==> config.mk <==
export PLATFORM = sky130hd
export DESIGN_NAME = mte_qmul
export DESIGN_NICKNAME = d
export VERILOG_FILES = /design/src/hdl/mte_pkg.sv /design/src/hdl/mte_qmul.sv
export SDC_FILE = /design/constraint.sdc
export NUM_CORES = 1
export LEC_CHECK = 0
export CORE_MARGIN = 3
export CORE_UTILIZATION = 40
export CTS_CLUSTER_DIAMETER = 150
export DETAILED_ROUTE_END_ITERATION = 7
export DONT_BUFFER_PORTS = 1
export PLACE_DENSITY = 0.53
export SLEW_MARGIN = 5
export SYNTH_ARGS = -nofsm -noshare
export SYNTH_HDL_FRONTEND = slang
export SYNTH_SLANG_ARGS = --single-unit
==> constraint.sdc <==
create_clock -name clk -period 18.9 [get_ports clk]
set_input_delay 0.945 -clock clk [delete_from_list [all_inputs] [get_ports clk]]
set_output_delay 0.945 -clock clk [all_outputs]
set_load 0.01 [all_outputs]
==> src/hdl/mte_pkg.sv <==
// shared types, command codes and fixed-point helpers of the training engine
`timescale 1ns / 1ps

package mte_pkg;

    localparam int MAX_LAYERS  = 4;
    localparam int MAX_NEURONS = 16;
    localparam int VALUE_WIDTH = 16;
    localparam int FRAC_BITS   = 12;
    localparam int LAYER_BITS  = 2;
    localparam int NEURON_BITS = 4;
    localparam int NEURON_DEPTH = MAX_LAYERS * MAX_NEURONS;
    localparam int WEIGHT_DEPTH = (MAX_LAYERS - 1) * MAX_NEURONS * MAX_NEURONS;
    localparam int NADDR_BITS = LAYER_BITS + NEURON_BITS;
    localparam int WADDR_BITS = LAYER_BITS + 2 * NEURON_BITS;

    localparam logic signed [VALUE_WIDTH-1:0] VAL_ONE = 16'sd4096;

    typedef logic signed [VALUE_WIDTH-1:0] value_t;

    localparam logic [3:0] CMD_WR_WEIGHT = 4'd0;
    localparam logic [3:0] CMD_WR_INPUT  = 4'd1;
    localparam logic [3:0] CMD_WR_ERROR  = 4'd2;
    localparam logic [3:0] CMD_FORWARD   = 4'd3;
    localparam logic [3:0] CMD_BACKWARD  = 4'd4;
    localparam logic [3:0] CMD_CLR_GRAD  = 4'd5;
    localparam logic [3:0] CMD_ACC_GRAD  = 4'd6;
    localparam logic [3:0] CMD_APPLY     = 4'd7;
    localparam logic [3:0] CMD_RD_NEURON = 4'd8;
    localparam logic [3:0] CMD_RD_ERROR  = 4'd9;
    localparam logic [3:0] CMD_RD_WEIGHT = 4'd10;

    localparam logic [2:0] REG_LAYER_COUNT = 3'd0;
    localparam logic [2:0] REG_SIZE0       = 3'd1;
    localparam logic [2:0] REG_SIZE1       = 3'd2;
    localparam logic [2:0] REG_SIZE2       = 3'd3;
    localparam logic [2:0] REG_SIZE3       = 3'd4;

    typedef enum logic [3:0] {
        ST_IDLE,
        ST_ROW,
        ST_ROWW,
        ST_ELEM,
        ST_MUL0,
        ST_MUL1,
        ST_MUL2,
        ST_MUL3,
        ST_WB,
        ST_STORE,
        ST_RDW,
        ST_FIN
    } state_t;

    function automatic value_t sat17(input logic signed [16:0] v);
        value_t r;
        if (v > 17'sd32767)
            r = 16'sh7fff;
        else if (v < -17'sd32768)
            r = 16'sh8000;
        else
            r = v[15:0];
        return r;
    endfunction

    function automatic value_t sat_add(input value_t a, input value_t b);
        logic signed [16:0] s;
        s = {a[15], a} + {b[15], b};
        return sat17(s);
    endfunction

    function automatic value_t one_minus(input value_t y);
        logic signed [16:0] s;
        s = {VAL_ONE[15], VAL_ONE} - {y[15], y};
        return sat17(s);
    endfunction

    // product floored by 2^12, then saturated
    function automatic value_t qmul(input value_t a, input value_t b);
        logic signed [31:0] p;
        logic signed [19:0] q;
        value_t r;
        p = a * b;
        q = p[31:FRAC_BITS];
        if (q > 20'sd32767)
            r = 16'sh7fff;
        else if (q < -20'sd32768)
            r = 16'sh8000;
        else
            r = q[15:0];
        return r;
    endfunction

    // piecewise linear sigmoid
    function automatic value_t sigmoid(input value_t x);
        logic [16:0] a;
        logic [15:0] y;
        value_t r;
        a = x[15] ? (17'd0 - {x[15], x}) : {1'b0, x};
        if (a >= 17'd20480)
            y = 16'd4096;
        else if (a >= 17'd9728)
            y = {5'd0, a[15:5]} + 16'd3456;
        else if (a >= 17'd4096)
            y = {3'd0, a[15:3]} + 16'd2560;
        else
            y = {2'd0, a[15:2]} + 16'd2048;
        r = x[15] ? (VAL_ONE - value_t'(y)) : value_t'(y);
        return r;
    endfunction

endpackage

==> src/hdl/mte_qmul.sv <==
// registered fixed-point multiplier shared by the forward, backward and accumulate commands
`timescale 1ns / 1ps

module mte_qmul
    import mte_pkg::*;
(
    input  logic   clk,
    input  value_t a,
    input  value_t b,
    output value_t q
);

    value_t q_reg;

    always_ff @(posedge clk)
    begin
        q_reg <= qmul(a, b);
    end

    assign q = q_reg;

endmodule
==> results <==
- The run finished with clean final reports.
- The worst hold path stage count is 0.
- The pre-CTS setup slack is 11.42 ns.
- The cell count after synthesis is 1124.
- The total area of multi-input combinational cells is 8830 sq um.
- Each instance of the synthesized netlist takes up on average 9.29 sq um.
- The cell row count is 58.
- The worst hold path terminates at q[13].
- In the detailed route, the total length drawn on met2 is 13.6 mm.
- The final net count is 1463.
- For the worst setup path, the data arrival time is 7.24 ns.
- Across the whole layout, storage elements account for 320 sq um.
- The top-level I/O count is 49.
- The number of global-route vias before repair is 8195.
- The final-layout setup total negative slack is 0 ns.
- The iteration count of the initial detailed-routing pass is 4.
- The final route contains 7105 vias.
- The launch instance of the worst min-delay path is q[13].
- The average vias per placed instance is 5.01.
- The die covers 28100 sq um.
- The antenna diode instance count is 0.
- The final hold slack is 1.51 ns.
- The flip-flop count of the largest register, all copies and words added is 16.
- The mean routed wirelength per cell is 17.8 um.
- After detailed routing, the total wire length is 25.3 mm.
- The floorplan step set the die height to 168 um.
- For the pin with the worst max-slew slack, the measured transition is 0.815 ns.
- In this run the number of H-tree levels came out at 1.
- The count of distinct cell types in the synthesized netlist is 55.
- The TritonCTS clock tree is built.
- Once the floorplan was initialized, standard cells occupied 41.1% of the core.
- The synthesized netlist occupies a cell area of 10400 sq um.
- In the final routing, the length of wire on met1 measures 10.5 mm.
- In this run the worst setup path begins at a[15].
- The count of state elements after synthesis is 16.
- Setup violations remaining at the end of the flow were counted as 0.
- The first global-routing pass estimated 43.3 mm of wire.
- When the netlist entered floorplanning its net count stood at 1497.
- Global routing used 19.3% of the available tracks across all layers.
- The cts-stage hold buffer count is 0.
- The area growth from synthesis to layout is 3.15%.
- For the finished layout, the period the worst path requires is 7.16 ns.
- The number of hold violations in the final report is 0.
- For this run, design rule violations remaining after detail routing come to 0.
- The filler cell count in the final layout is 2598.
- The classification of the worst setup path is primary input to flop.
- TritonCTS created 3 clock buffers.
- The type of element capturing the critical path is a flop.
- The count of port buffers added during placement is 0.
- Summed over all layers, the global routing overflow is 0.
- In this run the horizontal extent of the chip is 168 um.
- In this run the clock root is driven by a sky130_fd_sc_hd__clkbuf_16.
- Sequential cells were found to cover 3.07% of the synthesized design area.
- The detail route stage leaves a number of antenna-violating nets equal to 0.
- The number of antenna violations at the first check in global routing is 0.
- The congestion estimate from routability-driven global placement came to 0.832.
- The placeable core area is 25400 sq um.
- The length of routed met3 wiring is 849 um.
- The number of clock sinks is 16.
- The required time of the critical path is 18.98 ns.
- The count of buffers added by post-CTS timing repair for setup is 0.
- The dominant register cell in the synthesized netlist is sky130_fd_sc_hd__dfxtp_1.
- The worst path meets setup with 11.74 ns of slack.
- The maximum clock frequency is 140 MHz.
- The largest fanout of any net on the critical path is 16.
- Max-cap violations in this run came to 0.
- The share of the core filled with cells in the final layout is 42.4%.
- After layout, the worst path uses 37.9% of the clock period.
- The DRC marker count from the first detailed-route iteration is 284.
- Clock-pin slew was measured on the worst setup and hold paths at 0.05 ns.
- Gates resized during post-CTS repair numbered 0.
- Of the cells placed in the final design, the portion with a size suffix greater than 1 is 3.03%.
- The type of the tightest min-delay check is flop to primary output.
- Setup repair after global routing left no endpoint under its margin.
- Entering global routing, the biggest net connects 17 pins.
- The count of flip-flops with a built-in enable after synthesis is 0.
- Measured against its own limit, the worst slew margin works out to 45.7%.
- Signal routing reaches up to met4.
- Counting flops with an async set or reset pin after synthesis yields a share of 0%.
- The kind of start point of the critical path is a primary input.
- The count of pins over their slew limit is 0.
- For this run, the number of Yosys warnings is 0.
- In this run the deepest clock path goes through 2 buffers.
- Detailed placement finished with a half-perimeter wire length of 21.5 mm.
## area by class of cell
type	instances	area share, %
clock buffers	4	0.825
inverters	297	10.4
multi-input cells	772	82.0
flip-flops and latches	16	2.97
well taps	330	3.83
## how the worst max path moves through the flow
stage / end / slack (ns)
3_3_place_gp: q[3] / 11.53
3_5_place_dp: q[3] / 11.42
5_1_grt: q[5] / 11.35
6_report: q[3] / 11.74
2_1_floorplan: q[7] / 11.93
4_1_cts: q[3] / 11.72
## synth_stat cells (all sizes together), types with 2 or more instances
| cell type | number | area, sq um |
|---|---|---|
| inv | 297 | 1110 |
| or2 | 2 | 12.5 |
| dfxtp | 16 | 320 |
| nor2 | 13 | 48.8 |
| ha | 79 | 988 |
| clkbuf | 32 | 120 |
| nand4 | 5 | 31.3 |
| a221oi | 2 | 23.8 |
| o21ai | 14 | 70.1 |
| a2111oi | 2 | 23.8 |
| and4 | 4 | 40.0 |
| and3 | 4 | 25.0 |
| o21a | 4 | 30.0 |
| xor2 | 7 | 61.3 |
| o221ai | 2 | 17.5 |
| nand2 | 131 | 492 |
| o311ai | 2 | 35.0 |
| buf | 7 | 52.5 |
| fa | 261 | 5230 |
| a31oi | 4 | 25.0 |
| a211oi | 8 | 65.1 |
| a32oi | 2 | 17.5 |
| a21o | 13 | 97.6 |
| nand3 | 5 | 25.0 |
| nand2b | 6 | 37.5 |
| xnor2 | 21 | 191 |
| and2 | 124 | 776 |
| nor2b | 5 | 31.3 |
| o211ai | 4 | 35.0 |
| nor3 | 2 | 21.3 |
| a41oi | 2 | 55.1 |
| a21oi | 34 | 219 |
## critical path, cell delays in order
cell and delay (ns):
sky130_fd_sc_hd__nand2_1 0.09, sky130_fd_sc_hd__inv_1 0.10, sky130_fd_sc_hd__fa_1 0.65, sky130_fd_sc_hd__fa_1 0.84, sky130_fd_sc_hd__fa_1 0.52, sky130_fd_sc_hd__fa_1 0.50
sky130_fd_sc_hd__fa_1 0.50, sky130_fd_sc_hd__inv_1 0.05, sky130_fd_sc_hd__fa_1 0.48, sky130_fd_sc_hd__inv_1 0.04, sky130_fd_sc_hd__ha_1 0.38, sky130_fd_sc_hd__and2_1 0.20
sky130_fd_sc_hd__o21a_1 0.11, sky130_fd_sc_hd__a221oi_2 0.30, sky130_fd_sc_hd__o211ai_2 0.23, sky130_fd_sc_hd__nor4_2 0.28, sky130_fd_sc_hd__nor3_4 0.11, sky130_fd_sc_hd__o31ai_4 0.72
sky130_fd_sc_hd__a21oi_1 0.16
## layout by cell type, fill, tap and decap left out, types with 5 or more instances in the layout
cell	instances
sky130_fd_sc_hd__a211oi_1	7
sky130_fd_sc_hd__a21o_1	13
sky130_fd_sc_hd__a21oi_1	21
sky130_fd_sc_hd__a21oi_2	13
sky130_fd_sc_hd__and2_1	124
sky130_fd_sc_hd__dfxtp_1	16
sky130_fd_sc_hd__fa_1	261
sky130_fd_sc_hd__ha_1	79
sky130_fd_sc_hd__inv_1	297
sky130_fd_sc_hd__nand2_1	131
sky130_fd_sc_hd__nand2b_1	6
sky130_fd_sc_hd__nand3_1	5
sky130_fd_sc_hd__nand4_1	5
sky130_fd_sc_hd__nor2_1	13
sky130_fd_sc_hd__nor2b_1	5
sky130_fd_sc_hd__o21ai_0	9
sky130_fd_sc_hd__o21ai_1	5
sky130_fd_sc_hd__xnor2_1	20
sky130_fd_sc_hd__xor2_1	7
## layer usage
metal  GRT usage (%)  vias to the layer above
met2            36.6                      115
met5               0                        -
met4            2.70                        0
li1                -                     3240
met1            24.4                     3724
met3            1.68                       26
## metrics by stage
step,std cells,cell area [sq um]
3_5_place_dp,1415,10700
4_1_cts,1419,10800
5_1_grt,1419,10800
2_1_floorplan,1124,10400
6_report,1419,10800
3_3_place_gp,1415,10700
## cells by family after synthesis
family                     share of synthesized area [%]
and+or+nand+nor                                     14.9
xor gates and xnor gates                            2.42
buffers and inverters                               12.3
adders and majority gates                           59.5
DFF                                                 3.07
muxes                                             0.0959
AOI/OAI and AO/OA                                   7.65
Power is not shown: default switching activity piles up to over one toggle a cycle in this logic, so the estimate is an artifact.
